<file path="src/hdl/positional_list_engine_macros.svh">
// Assertion macros used by the positional list engine RTL.
`ifndef POSITIONAL_LIST_ENGINE_MACROS_SVH
`define POSITIONAL_LIST_ENGINE_MACROS_SVH
`ifndef ASSERT_OFF
// Same-cycle implication, disabled while reset is active.
`define PLE_ASSERT_IMPL(lbl, clk, rstn, cond, expr) \
	lbl: assert property (@(posedge clk) disable iff (!rstn) (cond) |-> (expr)) \
		else $error("positional list engine assertion failed");
// Next-cycle implication, disabled while reset is active.
`define PLE_ASSERT_NEXT(lbl, clk, rstn, cond, expr) \
	lbl: assert property (@(posedge clk) disable iff (!rstn) (cond) |=> (expr)) \
		else $error("positional list engine assertion failed");
`else
`define PLE_ASSERT_IMPL(lbl, clk, rstn, cond, expr)
`define PLE_ASSERT_NEXT(lbl, clk, rstn, cond, expr)
`endif
`endif

</file>
<file path="src/hdl/ple_pkg.sv">
// Types and codes for the positional list engine.
`default_nettype none
package ple_pkg;

	typedef enum logic [2:0] {
		ACT_APPEND    = 3'd0,
		ACT_POP_LAST  = 3'd1,
		ACT_POP_FIRST = 3'd2,
		ACT_REMOVE_AT = 3'd3,
		ACT_INSERT_AT = 3'd4
	} action_t;

	typedef enum logic [1:0] {
		ST_OK    = 2'd0,
		ST_EMPTY = 2'd1,
		ST_FULL  = 2'd2,
		ST_RANGE = 2'd3
	} status_t;

	localparam int unsigned DATA_W = 32;

	// Shift command broadcast to every cell.
	typedef struct packed {
		logic ins;
		logic del;
	} cell_ctrl_t;

endpackage
`default_nettype wire

</file>
<file path="src/hdl/ple_cell.sv">
// One storage cell of the list: holds an entry and shifts with its neighbors.
`default_nettype none
module ple_cell #(
	parameter int unsigned IDX_W    = 4,
	parameter int unsigned CELL_IDX = 0
) (
	input  wire                                    clk,
	input  ple_pkg::cell_ctrl_t                    ctrl,
	input  wire [IDX_W-1:0]                        idx,
	input  wire signed [ple_pkg::DATA_W-1:0]       left_data,
	input  wire signed [ple_pkg::DATA_W-1:0]       right_data,
	input  wire signed [ple_pkg::DATA_W-1:0]       new_data,
	output logic signed [ple_pkg::DATA_W-1:0]      data,
	output logic signed [ple_pkg::DATA_W-1:0]      pick
);

	localparam logic [IDX_W-1:0] MY_IDX = IDX_W'(CELL_IDX);

	logic signed [ple_pkg::DATA_W-1:0] data_q;

	// hold the entry when no shift reaches this cell
	always_ff @(posedge clk) begin
		if (ctrl.del && (MY_IDX >= idx)) begin
			// close the gap: take from the right neighbor
			data_q <= right_data;
		end else if (ctrl.ins && (MY_IDX > idx)) begin
			// open the gap: take from the left neighbor
			data_q <= left_data;
		end else if (ctrl.ins && (MY_IDX == idx)) begin
			data_q <= new_data;
		end
	end

	assign data = data_q;
	assign pick = (MY_IDX == idx) ? data_q : '0;

endmodule
`default_nettype wire

</file>
<file path="src/hdl/positional_list_engine.sv">
// Positional list engine: chain of cells with request decode and result register.
// A result is valid in the cycle after its request is accepted.
// Throughput: one request per cycle; in_ready stays high while the result
// register is empty or being taken, so out_ready sets the rate.
// The cells from the decoded index upward shift together in the accepting cycle.
// Reset clears the item count and the result valid flag; cell contents are not reset.
`default_nettype none
`include "positional_list_engine_macros.svh"
module positional_list_engine #(
	parameter int unsigned LIST_DEPTH = 16
) (
	input  wire                                clk,
	input  wire                                arst_n,
	input  wire                                in_valid,
	output logic                               in_ready,
	input  wire [2:0]                          action,
	input  wire [4:0]                          position,
	input  wire signed [ple_pkg::DATA_W-1:0]   value,
	output logic                               out_valid,
	input  wire                                out_ready,
	output logic signed [ple_pkg::DATA_W-1:0]  removed_value,
	output logic [1:0]                         status,
	output logic [4:0]                         item_count
);

	localparam int unsigned IDX_W = (LIST_DEPTH > 1) ? $clog2(LIST_DEPTH) : 1;
	localparam int unsigned CNT_W = $clog2(LIST_DEPTH + 1);
	localparam int unsigned POS_W = ((CNT_W > 5) ? CNT_W : 5) + 1;

	logic [CNT_W-1:0]                  count_q;
	logic                              out_valid_q;
	logic signed [ple_pkg::DATA_W-1:0] removed_q;
	ple_pkg::status_t                  status_q;
	logic [CNT_W-1:0]                  out_count_q;

	logic                              fire;
	logic                              full;
	logic                              empty;
	logic [POS_W-1:0]                  pos_x;
	logic [POS_W-1:0]                  cnt_x;
	logic [POS_W-1:0]                  k_x;
	ple_pkg::status_t                  st_next;
	ple_pkg::cell_ctrl_t               op_ctrl;
	ple_pkg::cell_ctrl_t               cell_ctrl;
	logic [IDX_W-1:0]                  cell_idx;
	logic [CNT_W-1:0]                  count_next;
	logic signed [ple_pkg::DATA_W-1:0] pick_or;

	logic signed [ple_pkg::DATA_W-1:0] data_w  [LIST_DEPTH];
	logic signed [ple_pkg::DATA_W-1:0] left_w  [LIST_DEPTH];
	logic signed [ple_pkg::DATA_W-1:0] right_w [LIST_DEPTH];
	logic signed [ple_pkg::DATA_W-1:0] pick_w  [LIST_DEPTH];

	assign in_ready = !out_valid_q || out_ready;
	assign fire     = in_valid && in_ready;

	assign full  = (count_q == CNT_W'(LIST_DEPTH));
	assign empty = (count_q == '0);
	assign pos_x = POS_W'(position);
	assign cnt_x = POS_W'(count_q);

	// Decode the request into a status, a shift direction and a cell index.
	always_comb begin
		st_next = ple_pkg::ST_OK;
		op_ctrl = '0;
		k_x     = '0;
		unique case (action)
			ple_pkg::ACT_APPEND: begin
				if (full) begin
					st_next = ple_pkg::ST_FULL;
				end else begin
					op_ctrl.ins = 1'b1;
					k_x         = cnt_x;
				end
			end
			ple_pkg::ACT_POP_LAST: begin
				if (empty) begin
					st_next = ple_pkg::ST_EMPTY;
				end else begin
					op_ctrl.del = 1'b1;
					k_x         = cnt_x - POS_W'(1);
				end
			end
			ple_pkg::ACT_POP_FIRST: begin
				if (empty) begin
					st_next = ple_pkg::ST_EMPTY;
				end else begin
					op_ctrl.del = 1'b1;
				end
			end
			ple_pkg::ACT_REMOVE_AT: begin
				if (empty) begin
					st_next = ple_pkg::ST_EMPTY;
				end else if ((pos_x == '0) || (pos_x > cnt_x)) begin
					st_next = ple_pkg::ST_RANGE;
				end else begin
					op_ctrl.del = 1'b1;
					k_x         = pos_x - POS_W'(1);
				end
			end
			ple_pkg::ACT_INSERT_AT: begin
				if (full) begin
					st_next = ple_pkg::ST_FULL;
				end else if ((pos_x == '0) || (pos_x > (cnt_x + POS_W'(1)))) begin
					st_next = ple_pkg::ST_RANGE;
				end else begin
					op_ctrl.ins = 1'b1;
					k_x         = pos_x - POS_W'(1);
				end
			end
			default: begin
				// unused codes: change nothing, report ok
				st_next = ple_pkg::ST_OK;
			end
		endcase
	end

	assign cell_idx  = k_x[IDX_W-1:0];
	assign cell_ctrl = fire ? op_ctrl : '0;

	genvar gi;
	generate
		for (gi = 0; gi < LIST_DEPTH; gi++) begin : g_cell
			if (gi == 0) begin : g_first
				assign left_w[gi] = value;
			end else begin : g_mid_l
				assign left_w[gi] = data_w[gi-1];
			end
			if (gi == LIST_DEPTH - 1) begin : g_last
				assign right_w[gi] = data_w[gi];
			end else begin : g_mid_r
				assign right_w[gi] = data_w[gi+1];
			end

			ple_cell #(
				.IDX_W    (IDX_W),
				.CELL_IDX (gi)
			) u_cell (
				.clk        (clk),
				.ctrl       (cell_ctrl),
				.idx        (cell_idx),
				.left_data  (left_w[gi]),
				.right_data (right_w[gi]),
				.new_data   (value),
				.data       (data_w[gi]),
				.pick       (pick_w[gi])
			);
		end
	endgenerate

	// Only the addressed cell drives a nonzero pick.
	always_comb begin
		pick_or = '0;
		for (int i = 0; i < LIST_DEPTH; i++) begin
			pick_or = pick_or | pick_w[i];
		end
	end

	always_comb begin
		count_next = count_q;
		if (op_ctrl.ins) begin
			count_next = count_q + CNT_W'(1);
		end else if (op_ctrl.del) begin
			count_next = count_q - CNT_W'(1);
		end
	end

	always_ff @(posedge clk or negedge arst_n) begin
		if (!arst_n) begin
			count_q     <= '0;
			out_valid_q <= 1'b0;
		end else begin
			if (fire) begin
				count_q     <= count_next;
				out_valid_q <= 1'b1;
			end else if (out_ready) begin
				out_valid_q <= 1'b0;
			end
		end
	end

	always_ff @(posedge clk) begin
		if (fire) begin
			removed_q   <= op_ctrl.del ? pick_or : '0;
			status_q    <= st_next;
			out_count_q <= count_next;
		end
	end

	assign out_valid     = out_valid_q;
	assign removed_value = removed_q;
	assign status        = status_q;
	assign item_count    = 5'(out_count_q);

	`PLE_ASSERT_IMPL(a_count_bound, clk, arst_n, 1'b1, count_q <= CNT_W'(LIST_DEPTH))
	`PLE_ASSERT_NEXT(a_err_keeps_count, clk, arst_n, fire && (st_next != ple_pkg::ST_OK), count_q == $past(count_q))
	`PLE_ASSERT_NEXT(a_ins_grows, clk, arst_n, fire && op_ctrl.ins, count_q == $past(count_q) + CNT_W'(1))
	`PLE_ASSERT_IMPL(a_err_no_value, clk, arst_n, out_valid_q && (status_q != ple_pkg::ST_OK), removed_q == '0)
	`PLE_ASSERT_IMPL(a_ctrl_excl, clk, arst_n, 1'b1, !(op_ctrl.ins && op_ctrl.del))

endmodule
`default_nettype wire
</file>
<file path="config.mk">
export PLATFORM = sky130hd
export DESIGN_NAME = positional_list_engine
export DESIGN_NICKNAME = d
export VERILOG_FILES = /design/src/hdl/ple_pkg.sv /design/src/hdl/ple_cell.sv /design/src/hdl/positional_list_engine.sv
export VERILOG_INCLUDE_DIRS = /design/src /design/src/hdl
export SDC_FILE = /design/constraint.sdc
export NUM_CORES = 1
export LEC_CHECK = 0
export BUFFER_PORTS_ARGS = -buffer_cell sky130_fd_sc_hd__buf_4
export CAP_MARGIN = 20
export CORE_MARGIN = 8
export CORE_UTILIZATION = 45
export CTS_CLUSTER_SIZE = 12
export DETAILED_ROUTE_END_ITERATION = 8
export GPL_ROUTABILITY_DRIVEN = 0
export HOLD_SLACK_MARGIN = 0.12
export SLEW_MARGIN = 40
export SYNTH_ARGS = -nofsm -noshare
export SYNTH_HDL_FRONTEND = slang
export SYNTH_SLANG_ARGS = --single-unit
export TNS_END_PERCENT = 50
</file>
<file path="constraint.sdc">
create_clock -name clk -period 13.7 [get_ports clk]
set_clock_uncertainty 0.2 [all_clocks]
set_input_delay 2.74 -clock clk [delete_from_list [all_inputs] [get_ports clk]]
set_output_delay 2.74 -clock clk [all_outputs]
set_load 0.01 [all_outputs]
</file>
==> results of run 1 <==
[registers in the layout (all words and copies together) (netlist names)]
signal              count
status                  2
item_count              5
out_valid               1
count_q                 5
removed_value          32
g_cell.u_cell.data    512
[through the flow]
stage | instances | area [µm²] | hold WS (ns) | worst slack, ns | total power, µW
2_1_floorplan | 2829 | 31300 | 0.321 | 4.70 | 3260
3_3_place_gp | 3678 | 32900 | 0.317 | 5.80 | 3880
3_5_place_dp | 3685 | 33000 | 0.342 | 5.74 | 3910
4_1_cts | 3797 | 35000 | 0.356 | 6.35 | 5600
5_1_grt | 3803 | 35100 | 0.387 | 6.03 | 5810
6_report | 3804 | 35100 | 0.356 | 6.16 | 5640
[Yosys cell counts, types with 45 or more instances]
library cell | count | area share
edfxtp_1 | 551 | 0.53
buf_2 | 78 | 0.012
a21oi_1 | 204 | 0.033
nand2_1 | 342 | 0.041
mux2i_1 | 442 | 0.14
clkbuf_1 | 127 | 0.015
a222oi_1 | 60 | 0.019
mux2_2 | 70 | 0.025
a22oi_1 | 104 | 0.025
a31oi_1 | 45 | 0.0090
o21ai_1 | 76 | 0.012
nor2_1 | 250 | 0.030
o21ai_0 | 167 | 0.027
[routing by layer]
| metal | vias up | wire [µm] | track usage |
|---|---|---|---|
| li1 | 10800 | - | - |
| met1 | 12600 | 46900 | 0.403 |
| met2 | 1842 | 53800 | 0.464 |
| met3 | 324 | 14400 | 0.0706 |
| met4 | 4 | 5130 | 0.121 |
| met5 | - | 90 | 0.00750 |
[worst max-delay path, cell delays in order]
cell     delay [ns]
buf_4          0.15
inv_1          0.12
ha_1           0.21
nor4b_2        0.57
or4_1          0.34
nor3_1         0.13
or3_1          0.39
buf_4          0.26
nor4_4         0.72
buf_4          0.53
or2_2          0.75
buf_4          0.51
a21oi_1        0.13
[logic make-up (layout without fill, tap and decap cells)]
| family | count (synthesis) | count (layout) | share of synthesized area |
|---|---|---|---|
| AOI/OAI and AO/OA | 757 | 757 | 0.152 |
| xor gates and xnor gates | 13 | 13 | 0.00364 |
| adders and majority gates | 13 | 13 | 0.00520 |
| buffers and inverters | 258 | 301 | 0.0380 |
| DFF | 557 | 557 | 0.534 |
| muxes | 517 | 517 | 0.168 |
| other | 0 | 1 | 0 |
| and+or+nand+nor | 714 | 714 | 0.0993 |
[area by class of cell]
type,instances,area share
diodes,1,0.0000713
clock buffers,81,0.0492
clock inverters,31,0.00727
inverters,11,0.00125
multi-input cells,2014,0.392
flip-flops and latches,557,0.475
well taps,931,0.0332
repair buffers,178,0.0417
[path summary, 6_finish.rpt]
check	start	endpoint	slack, ns	depth (start not counted)
setup / recovery	position[0]	g_cell[4].u_cell.data[2]	6.16	13
hold / removal	out_valid	out_valid	0.36	2
setup reg to reg	count_q[0]	g_cell[4].u_cell.data[2]	7.34	15
min in group asynchronous	arst_n	out_valid	1.75	1
hold reg to reg	out_valid	out_valid	0.36	2
max in group asynchronous	arst_n	count_q[0]	11.43	1
[power breakdown]
group / internal (µW) / leakage [µW] / switching [µW]
logic: 494 / 0.00669 / 1050
registers: 2210 / 0.00516 / 187
clock network: 970 / 0.000985 / 732
total: 3680 / 0.0128 / 1960
==> impl_metrics.ini, run 1 <==
[finish]
nNetsFinal = 2885
drive_gt1_frac = 0.147
multi_input_area_um2 = 13800
final_cell_mix = edfxtp_1 (551), mux2i_1 (442), nand2_1 (338)
syn_to_final_growth_pct = 12.3
fillers = 6118
seqCellArea_um2 = 16700
finish.utilization = 0.511
final_common_cell = edfxtp_1

[die]
io_pins = 85
die_area_um2 = 78200
die_height_um = 280
coreArea_um2 = 68700
die_w_um = 280
start_util = 0.455
num_rows = 96

[global_routing]
grt_antenna_before_repair = 3
grt_pass1_vias = 24600
grt_max_degree = 67
grt_pass1_wl_mm = 175
grt_usage = 0.300
overflow = 0

[sta]
finalSetupViolations = 0
layout_worst_path_cycle_share = 0.550
hold_viol = 0
slew_viol_final = 0
rsz0062_at_grt = no
fin_crit_ns = 7.54
worst_pin_slew_ns = 0.938
fin_tns_setup_ns = 0
max_freq_ghz = 0.133
relSlewSlack = 0.375

[route]
first_pass_iters = 9
drc = 1
drt_wl_total_mm = 120
vias_per_cell = 6.71
vias = 25500
drt_iter0_drc = 4317
wl_per_cell_um = 31.6
detail-route-antenna-nets = 0

[yosys]
ys_types = 74
ys_seq_area_frac = 0.534
synth_edf_count = 551
avgSynthCellArea_um2 = 11.1
synth.yosys.warnings = 0
synthFlopType = edfxtp_1
postSynthCellCount = 2829
async_flop_share = 0.0108
syn_area_um2 = 31300
ys_ff_latch = 557
syn_nets = 2886

[place]
portBuffers = 84
hpwl_mm = 72.2

[flow_run]
maxCapViolCount = 0

[worst_setup_path]
worstPathRequired_ns = 13.82
path_class = primary input to flip-flop
arrival_ns = 7.66
cp-end-kind = flip-flop
cp_max_fo = 34
cp-start-kind = primary input

[cts]
insertion_delay_ns = 0.61
cts_setup_buffers = 0
clock_sinks = 557
cts_tree = built
numCtsBuffers = 66
cts_max_level = 3
postCtsHoldBufs = 0
clk_pin_slew_ns = 0.06
post_cts_resized = 0
cts_buffer_depth = 3
cts_root_buffer = clkbuf_16

[power]
p_leak_uw = 0.0128
powerDensity_nw_per_um2 = 161
vdd_drop_max_mv = 0.0804

[status]
status = finished with violations
violations = DRC

[worst_hold_path]
hold_class = flip-flop to flip-flop
No activity file was read; power rests on OpenSTA's default activity.
==> run 2, diff against run 1 <==
==> constraint.sdc (replaced) <==
create_clock -name clk -period 6.2 [get_ports clk]
set_clock_uncertainty 0.2 [all_clocks]
set_input_delay 1.24 -clock clk [delete_from_list [all_inputs] [get_ports clk]]
set_output_delay 1.24 -clock clk [all_outputs]
set_load 0.01 [all_outputs]
==> impl_metrics.ini, run 2 (same netlist as run 1, synthesis figures left out) <==
[die]
start_util = 0.455
die_w_um = 280
die_height_um = 280
die_area_um2 = 78200
coreArea_um2 = 68700
num_rows = 96
io_pins = 85

[global_routing]
grt_pass1_wl_mm = 179
grt_pass1_vias = 25100
grt_usage = 0.310
grt_max_degree = 67
grt_antenna_before_repair = 4
overflow = 0

[worst_setup_path]
r2r_cells = 15
reg2reg_to = g_cell[4].u_cell.data[17]
cp-end-kind = flip-flop
worstPathRequired_ns = 6.30
ff2ff_setup_slack_ns = 0.70
cp_max_fo = 17
path_class = flip-flop to flip-flop
cp-start-kind = flip-flop
arrival_ns = 5.60
regToRegStartpoint = count_q[0]

[route]
first_pass_iters = 9
drc = 0
vias_per_cell = 6.76
wl_per_cell_um = 32.4
drt_wl_total_mm = 125
drt_iter0_drc = 3781
detail-route-antenna-nets = 0
vias = 26100

[cts]
post_cts_resized = 0
cts_setup_buffers = 0
numCtsBuffers = 61
cts_max_level = 2
clock_sinks = 557
postCtsHoldBufs = 0
cts_tree = built
cts_root_buffer = clkbuf_16
clk_pin_slew_ns = 0.06
cts_buffer_depth = 3
insertion_delay_ns = 0.65

[finish]
nNetsFinal = 2944
seqCellArea_um2 = 16700
final_cells = 3865
largest_reg_flops = 512
final_cell_mix = edfxtp_1 (551), mux2i_1 (442), nand2_1 (338)
finish.utilization = 0.519
drive_gt1_frac = 0.161
multi_input_area_um2 = 13700
fillers = 6146
final_common_cell = edfxtp_1
syn_to_final_growth_pct = 14.0

[place]
portBuffers = 84
dp_slack_ns = 0.634
dp_cells = 3753
hpwl_mm = 77.5

[sta]
hold_viol = 0
rsz0062_at_grt = no
worst_pin_slew_ns = 0.904
layout_worst_path_cycle_share = 0.888
finalSetupViolations = 0
fin_crit_ns = 5.50
postLayoutSetupSlackWorst_ns = 0.696
max_freq_ghz = 0.182
relSlewSlack = 0.397
slew_viol_final = 0

[flow_run]
maxCapViolCount = 0

[power]
vdd_drop_max_mv = 0.249
p_leak_uw = 0.0131
powerDensity_nw_per_um2 = 350

[worst_hold_path]
hold_class = primary input to async pin

[status]
status = finished, final reports clean
==> run 2: changes by cell type in the layout (fill, tap and decap cells not counted), moves of 3 or more <==
cell and change:
buf_4 +51, inv_6 -3, buf_12 +20, clkbuf_16 -6, clkinv_2 -8, clkinv_1 +10
==> run 2: critical path: stages, from the launching register on <==
cell	delay, ns
dfrtp_1	0.56
ha_1	0.29
nand3_1	0.11
xnor2_1	0.20
ha_1	0.38
nand3_1	0.14
o21bai_1	0.18
a31oi_1	0.58
nor3_1	0.24
or3_1	0.36
buf_4	0.25
nor2_4	0.16
nor2_1	0.11
a21oi_4	0.13
nor2b_4	0.71
buf_4	0.51
==> run 2: worst max-delay path by stage <==
stage / from / to / slack [ns] / cells after the start
after floorplan: position[0] / g_cell[10].u_cell.data[0] / -0.01 / 10
after global placement: position[0] / removed_value[3] / 0.66 / 13
after detailed placement: position[4] / g_cell[4].u_cell.data[28] / 0.63 / 13
after CTS: count_q[0] / g_cell[4].u_cell.data[25] / 0.85 / 15
after global routing: count_q[0] / g_cell[0].u_cell.data[20] / 0.49 / 15
final: count_q[0] / g_cell[4].u_cell.data[17] / 0.70 / 15
==> run 2: layer usage <==
layer,global-route usage,part of all wire,vias to the layer above
li1,-,-,10900
met1,0.408,0.37,12700
met2,0.476,0.44,2091
met3,0.0768,0.13,439
met4,0.154,0.058,6
met5,0,0.00038,-
==> run 2: cell type report <==
class	count	area share
tap	931	0.0327
timing repair buffer	242	0.0597
clock inverter	34	0.00811
inverter	11	0.00116
antenna	1	0.0000702
clock buffer	75	0.0449
sequential	557	0.468
multi-input combinational	2014	0.385
==> run 2: where the power goes <==
group / total, µW / internal [µW] / switching [µW]
Clock: 3610 / 2020 / 1590
Combinational: 3580 / 1180 / 2400
Sequential: 5290 / 4880 / 410
==> run 2: stage by stage <==
stage / cell area, µm² / total power, µW / TNS (ns) / hold slack (ns)
5_1_grt: 35700 / 12800 / 0 / 0.195
6_report: 35700 / 12500 / 0 / 0.192
3_3_place_gp: 33700 / 8730 / 0 / 0.318
3_5_place_dp: 33700 / 8790 / 0 / 0.341
2_1_floorplan: 31300 / 7200 / -0.312 / 0.321
4_1_cts: 35600 / 12400 / 0 / 0.176
